$ cat src/sv/cdq_pkg.sv
// shared types and constants for the circular deque
package cdq_pkg;

    localparam int CFG_W      = 5;
    localparam int CAP_RESET  = 16;
    localparam int DEPTH_DEF  = 16;
    localparam int DATA_W_DEF = 32;

    typedef enum logic [1:0] {
        KIND_PUSH_FRONT = 2'd0,
        KIND_PUSH_BACK  = 2'd1,
        KIND_POP_FRONT  = 2'd2,
        KIND_POP_BACK   = 2'd3
    } t_kind;

    typedef enum logic [1:0] {
        STAT_DONE      = 2'd0,
        STAT_OVERFLOW  = 2'd1,
        STAT_UNDERFLOW = 2'd2
    } t_status;

endpackage

$ cat src/sv/cdq_if.sv
// operation and result channels of the circular deque
interface cdq_op_if #(
    parameter int DATA_WIDTH = cdq_pkg::DATA_W_DEF
);
    logic                          valid;
    logic                          ready;
    cdq_pkg::t_kind                kind;
    logic signed [DATA_WIDTH-1:0]  push_value;

    modport source (output valid, output kind, output push_value, input ready);
    modport sink   (input valid, input kind, input push_value, output ready);
endinterface

interface cdq_res_if #(
    parameter int DATA_WIDTH = cdq_pkg::DATA_W_DEF
);
    logic                          valid;
    logic                          ready;
    cdq_pkg::t_status              status;
    logic signed [DATA_WIDTH-1:0]  popped_value;
    logic                          is_empty;
    logic                          is_full;

    modport source (output valid, output status, output popped_value,
                    output is_empty, output is_full, input ready);
    modport sink   (input valid, input status, input popped_value,
                    input is_empty, input is_full, output ready);
endinterface

$ cat src/sv/circular_deque_unit.sv
// circular deque top level: index control, ring store and result register
// a result is offered in the cycle after its operation transfers
// throughput: one operation per cycle while the result is taken; the ring store port is used at most once per op
// pops read the store and the registered read data feeds the result directly
// synchronous active-low reset: empty queue, head = tail = 0, capacity 16
// (clamped to DEPTH); store contents stay undefined until written
module circular_deque_unit #(
    parameter int DEPTH      = cdq_pkg::DEPTH_DEF,
    parameter int DATA_WIDTH = cdq_pkg::DATA_W_DEF
) (
    input  logic                      i_clk,
    input  logic                      i_rst_n,
    cdq_op_if.sink                    i_op,
    cdq_res_if.source                 o_res,
    input  logic                      i_cfg_we,
    input  logic [cdq_pkg::CFG_W-1:0] i_cfg_wdata
);

    localparam int IDX_W     = $clog2(DEPTH);
    localparam int RESET_CAP = (cdq_pkg::CAP_RESET > DEPTH) ? DEPTH : cdq_pkg::CAP_RESET;

    // ring indices wrap at the last slot in use (capacity - 1)
    logic [IDX_W-1:0] r_head, n_head;
    logic [IDX_W-1:0] r_tail, n_tail;
    logic             r_empty, n_empty;
    logic [IDX_W-1:0] r_cap_m1;

    // result stage
    logic             r_out_valid;
    cdq_pkg::t_status r_status, n_status;
    logic             r_pop_ok, n_pop_ok;
    logic             r_is_empty;
    logic             r_is_full, n_full;

    // store access
    logic                  w_accept;
    logic                  w_wr_en;
    logic                  w_rd_en;
    logic [IDX_W-1:0]      w_addr;
    logic [DATA_WIDTH-1:0] w_rd_data;
    logic                  w_full_now;

    // capacity decode for a configuration write
    logic [31:0]      w_cfg_ext;
    logic [31:0]      w_cap_eff;

    function automatic logic [IDX_W-1:0] f_next(input logic [IDX_W-1:0] idx,
                                                input logic [IDX_W-1:0] last);
        logic [IDX_W-1:0] res;
        res = (idx == last) ? '0 : IDX_W'(idx + 1'b1);
        return res;
    endfunction

    function automatic logic [IDX_W-1:0] f_prev(input logic [IDX_W-1:0] idx,
                                                input logic [IDX_W-1:0] last);
        logic [IDX_W-1:0] res;
        res = (idx == '0) ? last : IDX_W'(idx - 1'b1);
        return res;
    endfunction

    // a new op may transfer whenever the result slot is free or drains now
    assign i_op.ready = !r_out_valid || o_res.ready;
    assign w_accept   = i_op.valid && i_op.ready;

    assign w_full_now = !r_empty && (f_next(r_tail, r_cap_m1) == r_head);

    // zero capacity means one slot, anything above the store depth saturates
    assign w_cfg_ext = 32'(i_cfg_wdata);
    always_comb begin
        if (w_cfg_ext == 32'd0) begin
            w_cap_eff = 32'd1;
        end else if (w_cfg_ext > 32'(DEPTH)) begin
            w_cap_eff = 32'(DEPTH);
        end else begin
            w_cap_eff = w_cfg_ext;
        end
    end

    // next-state decode of the indices and the store access for this op
    always_comb begin
        n_head   = r_head;
        n_tail   = r_tail;
        n_empty  = r_empty;
        n_status = cdq_pkg::STAT_DONE;
        n_pop_ok = 1'b0;
        w_wr_en  = 1'b0;
        w_rd_en  = 1'b0;
        w_addr   = r_head;

        unique case (i_op.kind)
            cdq_pkg::KIND_PUSH_FRONT, cdq_pkg::KIND_PUSH_BACK: begin
                if (r_empty) begin
                    // first entry always lands in slot zero
                    n_head  = '0;
                    n_tail  = '0;
                    n_empty = 1'b0;
                    w_wr_en = 1'b1;
                    w_addr  = '0;
                end else if (w_full_now) begin
                    n_status = cdq_pkg::STAT_OVERFLOW;
                end else if (i_op.kind == cdq_pkg::KIND_PUSH_FRONT) begin
                    n_head  = f_prev(r_head, r_cap_m1);
                    w_wr_en = 1'b1;
                    w_addr  = n_head;
                end else begin
                    n_tail  = f_next(r_tail, r_cap_m1);
                    w_wr_en = 1'b1;
                    w_addr  = n_tail;
                end
            end
            cdq_pkg::KIND_POP_FRONT, cdq_pkg::KIND_POP_BACK: begin
                if (r_empty) begin
                    n_status = cdq_pkg::STAT_UNDERFLOW;
                end else begin
                    n_pop_ok = 1'b1;
                    w_rd_en  = 1'b1;
                    w_addr   = (i_op.kind == cdq_pkg::KIND_POP_FRONT) ? r_head : r_tail;
                    if (r_head == r_tail) begin
                        // removing the last entry
                        n_head  = '0;
                        n_tail  = '0;
                        n_empty = 1'b1;
                    end else if (i_op.kind == cdq_pkg::KIND_POP_FRONT) begin
                        n_head = f_next(r_head, r_cap_m1);
                    end else begin
                        n_tail = f_prev(r_tail, r_cap_m1);
                    end
                end
            end
            default: begin
                n_status = cdq_pkg::STAT_DONE;
            end
        endcase

        n_full = !n_empty && (f_next(n_tail, r_cap_m1) == n_head);
    end

    // the store sees an access only for a transferred op, so a pop never
    // meets a write in the same cycle and needs no forwarding
    cdq_ring #(
        .DEPTH      (DEPTH),
        .DATA_WIDTH (DATA_WIDTH)
    ) u_ring (
        .i_clk     (i_clk),
        .i_wr_en   (w_accept && w_wr_en),
        .i_rd_en   (w_accept && w_rd_en),
        .i_addr    (w_addr),
        .i_wr_data (i_op.push_value),
        .o_rd_data (w_rd_data)
    );

    // control state
    always_ff @(posedge i_clk) begin
        if (!i_rst_n) begin
            r_head      <= '0;
            r_tail      <= '0;
            r_empty     <= 1'b1;
            r_cap_m1    <= IDX_W'(RESET_CAP - 1);
            r_out_valid <= 1'b0;
        end else begin
            if (i_cfg_we) begin
                // any capacity write also empties the queue
                r_cap_m1 <= IDX_W'(w_cap_eff - 32'd1);
                r_head   <= '0;
                r_tail   <= '0;
                r_empty  <= 1'b1;
            end else if (w_accept) begin
                r_head  <= n_head;
                r_tail  <= n_tail;
                r_empty <= n_empty;
            end

            if (w_accept) begin
                r_out_valid <= 1'b1;
            end else if (o_res.ready) begin
                r_out_valid <= 1'b0;
            end
        end
    end

    // result payload, held while the result stalls
    always_ff @(posedge i_clk) begin
        if (w_accept) begin
            r_status   <= n_status;
            r_pop_ok   <= n_pop_ok;
            r_is_empty <= n_empty;
            r_is_full  <= n_full;
        end
    end

    assign o_res.valid        = r_out_valid;
    assign o_res.status       = r_status;
    assign o_res.popped_value = r_pop_ok ? w_rd_data : '0;
    assign o_res.is_empty     = r_is_empty;
    assign o_res.is_full      = r_is_full;

endmodule

$ cat src/sv/cdq_ring.sv
// ring store: single-port synchronous memory with registered read data
module cdq_ring #(
    parameter int DEPTH      = cdq_pkg::DEPTH_DEF,
    parameter int DATA_WIDTH = cdq_pkg::DATA_W_DEF,
    localparam int IDX_W     = $clog2(DEPTH)
) (
    input  logic                  i_clk,
    input  logic                  i_wr_en,
    input  logic                  i_rd_en,
    input  logic [IDX_W-1:0]      i_addr,
    input  logic [DATA_WIDTH-1:0] i_wr_data,
    output logic [DATA_WIDTH-1:0] o_rd_data
);

    logic [DATA_WIDTH-1:0] r_mem [DEPTH];
    logic [DATA_WIDTH-1:0] r_rd_data;

    always_ff @(posedge i_clk) begin
        if (i_wr_en) begin
            r_mem[i_addr] <= i_wr_data;
        end
        if (i_rd_en) begin
            r_rd_data <= r_mem[i_addr];
        end
    end

    assign o_rd_data = r_rd_data;

endmodule
$ cat src/flat_wrapper.sv
// flat-port wrapper written by rule: the top's interface ports become plain ports
module circular_deque_unit_flat 
#(
    parameter int DEPTH      = cdq_pkg::DEPTH_DEF,
    parameter int DATA_WIDTH = cdq_pkg::DATA_W_DEF
)
  (i_clk, i_rst_n, i_cfg_we, i_cfg_wdata, i_op_valid, i_op_kind, i_op_push_value, i_op_ready, o_res_valid, o_res_status, o_res_popped_value, o_res_is_empty, o_res_is_full, o_res_ready);
  cdq_op_if #(.DATA_WIDTH(DATA_WIDTH)) i_op_i ();
  cdq_res_if #(.DATA_WIDTH(DATA_WIDTH)) o_res_i ();
  input  logic i_clk;
  input  logic i_rst_n;
  input  logic i_cfg_we;
  input  logic [cdq_pkg::CFG_W-1:0] i_cfg_wdata;
  input wire logic [$bits(i_op_i.valid)-1:0] i_op_valid;
  input wire logic [$bits(i_op_i.kind)-1:0] i_op_kind;
  input wire logic [$bits(i_op_i.push_value)-1:0] i_op_push_value;
  output wire logic [$bits(i_op_i.ready)-1:0] i_op_ready;
  output wire logic [$bits(o_res_i.valid)-1:0] o_res_valid;
  output wire logic [$bits(o_res_i.status)-1:0] o_res_status;
  output wire logic [$bits(o_res_i.popped_value)-1:0] o_res_popped_value;
  output wire logic [$bits(o_res_i.is_empty)-1:0] o_res_is_empty;
  output wire logic [$bits(o_res_i.is_full)-1:0] o_res_is_full;
  input wire logic [$bits(o_res_i.ready)-1:0] o_res_ready;
  assign i_op_i.valid = i_op_valid;
  assign i_op_i.kind = i_op_kind;
  assign i_op_i.push_value = i_op_push_value;
  assign i_op_ready = i_op_i.ready;
  assign o_res_valid = o_res_i.valid;
  assign o_res_status = o_res_i.status;
  assign o_res_popped_value = o_res_i.popped_value;
  assign o_res_is_empty = o_res_i.is_empty;
  assign o_res_is_full = o_res_i.is_full;
  assign o_res_i.ready = o_res_ready;
  circular_deque_unit #(.DEPTH(DEPTH), .DATA_WIDTH(DATA_WIDTH)) u_core (.i_clk(i_clk), .i_rst_n(i_rst_n), .i_op(i_op_i), .o_res(o_res_i), .i_cfg_we(i_cfg_we), .i_cfg_wdata(i_cfg_wdata));
endmodule
$ cat config.mk
export PLATFORM = sky130hd
export DESIGN_NAME = circular_deque_unit_flat
export DESIGN_NICKNAME = d
export VERILOG_FILES = /design/src/sv/cdq_pkg.sv /design/src/sv/cdq_if.sv /design/src/sv/circular_deque_unit.sv /design/src/sv/cdq_ring.sv /design/src/flat_wrapper.sv
export SDC_FILE = /design/constraint.sdc
export NUM_CORES = 1
export LEC_CHECK = 0
export BUFFER_PORTS_ARGS = -buffer_cell sky130_fd_sc_hd__buf_4
export CAP_MARGIN = 5
export CORE_MARGIN = 2
export CORE_UTILIZATION = 35
export DETAILED_ROUTE_END_ITERATION = 8
export PLACE_DENSITY = 0.58
export SLEW_MARGIN = 20
export SYNTH_ARGS = -nofsm -noshare
export SYNTH_HDL_FRONTEND = slang
export SYNTH_HIERARCHICAL = 1
export SYNTH_SLANG_ARGS = --single-unit
$ cat constraint.sdc
create_clock -name i_clk -period 15.18 [get_ports i_clk]
set_input_delay 0 -clock i_clk [delete_from_list [all_inputs] [get_ports i_clk]]
set_output_delay 0 -clock i_clk [all_outputs]
set_load 0.05 [all_outputs]
Word-level counts from Yosys, hierarchy flattened
Memories as Yosys holds them, arrays and structs flattened. A register that Yosys moved wholly into a read port is not among the register bits. Cells that the tools add are included.

Bits in writable memories: 512. Logic and storage cells: 88. Bits in registers: 19. Input port bits: 44. Memories kept: 1.

Memories: u_core.u_ring.r_mem (depth 16, width 32, rd ports 1, clocked after Yosys merged registers in 1, write ports 1, line cdq_ring.sv:15) `logic [DATA_WIDTH-1:0] r_mem [DEPTH];`.

Muxes and demuxes: 44. Eq/ne operators: 9. Bitwise operators: 1. Magnitude comparators: 1. Reductions and logical operators: 17. Add/subtract/negate cells: 6.

Operators by type and width (number): two-way mux 4 bit (24); zero test 32 bit (1); two-way mux 32 bit (1); equality test 4 bit (6); case mux 4 bit (2 select lines) (3); adder 4 x 1 -> 4 bit, second input constant (3); two-way mux 1 bit (12); subtractor 4 x 1 -> 4 bit, second input constant (3); zero test 4 bit (2); OR reduction 2 bit (3); greater-than comparator 5 bit, second input constant (1); logical AND 1 bit (5); equality test 2 bit, second input constant (2); two-way mux 2 bit (2); case mux 2 bit (2 select lines) (1); zero test 1 bit (3); equality test 2 x 1 -> 1 bit, second input constant (1); zero test 2 bit (1); case mux 1 bit (2 select lines) (1); nonzero test 2 bit (1); logical OR 1 bit (1); inverter 1 bit (1).

Logic depth before layout (Yosys ltp)
Depth after elaboration: 11. Depth in mapped cells: 16. Mapped depth without buffers: 15.

Cells and area by module
The synthesis kept the hierarchy.

By module, submodules not included: cdq_ring (area each 20183.1 um2, cells an instance 840, times used 1, sequential area each 16335.7 um2); circular_deque_unit (area each 2587.5 um2, cells an instance 352, times used 1, sequential area each 430.4 um2).

Least setup slack after synthesis
OpenSTA, ideal clock, no wires.

Kind: register -> register. Start: register u_core.r_tail[0]. End: memory u_core/u_ring/r_mem[0][0] (netlist name) (enable). Path slack: 9.768 ns. Clock period less this slack: 5.412 ns. Arrival time: 4.951 ns. Data required time: 14.719 ns. Setup time: 0.461 ns. Path buffers: 1. Cell stages (with the launch flop): 14. Path through: dfxtp_1 buf_2 inv_1 ha_1 o211ai_1 a211oi_2 a211oi_4 nor2_2 nor2_1 a21oi_1 o21ai_0 a32o_1 or3b_2 nor3_1.

RTL lines: from (decl) (line circular_deque_unit.sv:24) `logic [IDX_W-1:0] r_tail, n_tail;`; from (signal assigned) (line circular_deque_unit.sv:169) `r_tail <= n_tail;`; adder 4 x 1 -> 4 bit or equality test 4 bit (tied branches) (line circular_deque_unit.sv:50) `res = (idx == last) ? '0 : IDX_W'(idx + 1'b1);`; two-way mux 4 bit * (line circular_deque_unit.sv:50); equality test 4 bit (line circular_deque_unit.sv:65) `assign w_full_now = !r_empty && (f_next(r_tail, r_cap_m1) == r_head);`; logical AND 1 bit (line circular_deque_unit.sv:65); two-way mux 4 bit * (line circular_deque_unit.sv:99) `end else if (w_full_now) begin`; two-way mux 4 bit * (line circular_deque_unit.sv:92) `if (r_empty) begin`; case mux 4 bit (2 select lines) * (line circular_deque_unit.sv:90) `unique case (i_op.kind)`; via u_core.w_addr[3] (line circular_deque_unit.sv:39) `logic [IDX_W-1:0] w_addr;`; to (decl) (line cdq_ring.sv:15).

The timed path passes the listed nets; every way through them passes the cells marked *.

Worst setup path after layout
Start: register u_core.r_tail[0]. End: register u_core.u_ring.r_rd_data[20] (netlist: u_core/u_ring/o_rd_data[20]), read port of u_core.u_ring.r_mem, data pin.

Longest elaborated chain between the ends: 7.

RTL lines: adder 4 x 1 -> 4 bit or equality test 4 bit (tied branches) (line circular_deque_unit.sv:50); two-way mux 4 bit (line circular_deque_unit.sv:50); equality test 4 bit (line circular_deque_unit.sv:65); logical AND 1 bit (line circular_deque_unit.sv:65); two-way mux 4 bit (line circular_deque_unit.sv:99); two-way mux 4 bit (line circular_deque_unit.sv:92); case mux 4 bit (2 select lines) * (line circular_deque_unit.sv:90); via u_core.w_addr[0] (line circular_deque_unit.sv:39); to (decl) (line cdq_ring.sv:16) `logic [DATA_WIDTH-1:0] r_rd_data;`.

Marks and branches as above. A chain may end at the register's enable or synchronous reset.

==> impl_metrics.ini <==
[min_path]
hold_class = in2reg
min_from = i_op_kind[0]
min_to = u_core/r_head[1]
worstHoldPathCells = 5

[timing]
setup_violations = 0
tns_ps = 0
slew_headroom = 0.403
rsz0062_at_grt = false
fin_crit_ps = 5740
finalHoldViolations = 0
max_freq_mhz = 174
tightest_slew_ps = 895
maxSlewViolCount = 0
skew_ps = 23.4
fin_crit_sh = 0.378

[synthesis]
async_flop_share = 0
syn_avg_cell_area_um2 = 19.1
synthMuxAreaShare = 0.128
synth_top_family_by_area = multiplexers
netlist-cell-type-count = 76
yosys.area_share.simple = 0.0453
synth-compound-area-share = 0.0582
syn_nets = 1242
yosys_warnings = 6
syn-cell-area_um2 = 22800
ys.flop_type = edfxtp_1
synth_fa_ha_area_frac = 0.00330
synth_cells = 1192
synth-edff-count = 549
yosysSeqAreaShare = 0.736
synthXorXnorAreaFrac = 0.00962
synth-seq-cells = 563

[placed_design]
gp_congestion = 0.851
numPortBuffers = 81
post-dp-hpwl_mm = 32.2

[clocking]
clkTransAtPathRegs_ps = 60
cts_hold_buf = 43
cts_tree = done
cts_resized = 0
cts_setup_buffers = 0
clockBufferDepth = 3
htreeDepth = 2
cts_made_buffers = 57
clockRootBuffer = clkbuf_16
worstSkewPairLatency_ps = 620
cts.sinks = 563

[setup_path]
arrival_ps = 6100
rr_startpoint = u_core/r_tail[0]
crit_fanout = 41
ff2ff_setup_slack_ps = 9440
worstSetupPathType = reg2reg
required_ps = 15540
reg2regPathDepth = 13
setup.worst_path.end_class = register
critPathLaunchType = register
r2r_end = u_core/u_ring/o_rd_data[20]

[floorplan]
rows = 93
start_util = 0.354
die_y_um = 259
core_um2 = 64300
die_area_um2 = 67100
die_w_um = 259
io_pins = 82

[global_route]
grt_pass1_vias = 12300
grt_max_degree = 57
grt_antenna_before_repair = 2
grt_pass1_wl_mm = 81.7
grt_usage = 0.164
grt.overflow.total = 0

[final_layout]
layout-area-overhead-vs-synth_pct = 17.8
nets = 1388
final_util = 0.417
drive_gt1_frac = 0.270
antennaDiodeCount = 0

[route]
vias = 11900
wl_mm = 54.8
via_per_inst = 5.32
drt_iter0_markers = 1057
first_pass_iters = 5
ant_nets = 0
wl_per_cell_um = 24.5
route.detailed.drc = 0

[pwr]
ir_worst_vdd_v = 0.0000936
power_density_nw_per_um2 = 122
leakage_nw = 8.44

[flow_run]
cap_viol_max_count = 0

[outcome]
status = finished, final reports clean
routing by layer:
| metal | vias up | wire, um | global-route usage |
|---|---|---|---|
| met5 | - | 13 | 0 |
| met4 | 2 | 1110 | 0.0475 |
| met3 | 75 | 2800 | 0.0260 |
| met1 | 6316 | 23800 | 0.225 |
| met2 | 350 | 27000 | 0.272 |
| li1 | 5169 | - | - |
registers in the layout, summed over array words and instances, names as in the netlist:
signal and cells:
u_core/o_res.status 2, u_core/o_res.valid 1, u_core/r_cap_m1 4, u_core/o_res.is_empty 1, u_core/r_tail 4, u_core/r_pop_ok 1
u_core/u_ring/r_mem 512, u_core/r_empty 1, u_core/o_res.is_full 1, u_core/u_ring/o_rd_data 32, u_core/r_head 4
Yosys cell counts (4+ instances only):
| master | number | share of area |
|---|---|---|
| edfxtp_1 | 549 | 0.72 |
| mux4_2 | 128 | 0.13 |
| a22oi_1 | 65 | 0.021 |
| nand2_1 | 60 | 0.0099 |
| clkbuf_1 | 43 | 0.0071 |
| and2_1 | 37 | 0.010 |
| nor2_1 | 37 | 0.0061 |
| o21ai_0 | 28 | 0.0062 |
| inv_1 | 21 | 0.0035 |
| a21oi_1 | 19 | 0.0042 |
| buf_2 | 15 | 0.0033 |
| dfxtp_1 | 14 | 0.012 |
| xnor2_1 | 13 | 0.0050 |
| a211oi_1 | 12 | 0.0040 |
| nor3_1 | 11 | 0.0024 |
| nand2b_1 | 9 | 0.0025 |
| buf_6 | 8 | 0.0040 |
| nor2b_1 | 8 | 0.0022 |
| nand3_1 | 7 | 0.0015 |
| xor2_1 | 7 | 0.0027 |
| ha_1 | 6 | 0.0033 |
| a31oi_1 | 5 | 0.0014 |
| o211ai_1 | 5 | 0.0016 |
| o21ai_1 | 5 | 0.0011 |
| buf_4 | 4 | 0.0013 |
how the worst max path moves through the flow:
stage	depth (start not counted)	startpoint	endpoint	slack (ps)
floorplan	13	u_core/r_tail[0]	u_core/u_ring/r_mem[0][0]	9770
global placement	12	u_core/r_tail[2]	u_core/u_ring/o_rd_data[13]	9430
detailed placement	12	u_core/r_tail[2]	u_core/u_ring/o_rd_data[13]	9390
CTS	13	u_core/r_tail[0]	u_core/u_ring/o_rd_data[20]	9380
global route	12	u_core/r_tail[2]	u_core/u_ring/o_rd_data[24]	8980
finish	13	u_core/r_tail[0]	u_core/u_ring/o_rd_data[20]	9440
power breakdown:
part           total [mW]  switching [mW]  internal [mW]
clock                1.35           0.585          0.767
combinational       0.199           0.119         0.0800
sequential           1.73         0.00768           1.72
layout by cell type (no fill, tap or decap), types with 3 or more instances in the layout:
master,instances
clkinv_1,14
and3_1,3
nor3_2,4
a211oi_1,12
nor2b_1,6
a211o_1,3
and2_1,36
buf_16,3
o211ai_1,5
clkinv_2,12
dfxtp_1,14
bufinv_16,4
nor3_1,7
edfxtp_1,549
ha_1,6
or2_2,3
nor2_1,23
inv_1,21
nand2b_1,9
o21bai_1,3
o21ai_0,28
o21ai_1,5
xnor2_1,13
a22oi_1,65
a31oi_1,5
clkbuf_1,11
a311o_1,3
xor2_1,7
buf_4,111
a21oi_1,19
nand3_1,7
dlygate4sd3_1,43
nor2_4,14
o31a_1,3
clkbuf_16,58
mux4_2,128
nand2_1,60
stage by stage:
stage	setup WS (ps)	power [mW]	hold WS, ps	area, um^2	instances
CTS	9380	3.32	62.7	26800	2239
floorplan	9770	1.88	61.9	22800	1192
finish	9440	3.28	108	26800	2239
global placement	9430	1.95	215	24500	2085
detailed placement	9390	1.95	219	24600	2091
global route	8980	3.39	147	26800	2239
critical path: stages, from the launching register on:
cell,delay (ps)
dfxtp_1,700
inv_1,190
ha_1,400
o211ai_1,130
a211oi_2,90
a211oi_4,460
nor2_1,200
o21ai_0,370
a22o_4,510
buf_4,760
buf_4,670
mux4_2,590
a22oi_1,260
nand2_1,80
cell type report:
cell class / instances / area, um^2
Inverter: 21 / 78.8
Fill cell: 5606 / 37500
Multi-Input combinational cell: 535 / 5720
Timing Repair Buffer: 160 / 1400
Tap cell: 855 / 1070
Sequential cell: 563 / 16800
Clock inverter: 36 / 302
Clock buffer: 69 / 1490
kinds of logic after synthesis:
family,count (synthesis)
buffers and inverters,94
adders and majority gates,6
xor gates and xnor gates,22
AOI/OAI and AO/OA,181
DFF,563
and+or+nand+nor,196
muxes,130
(Power assumes the default switching activity.)
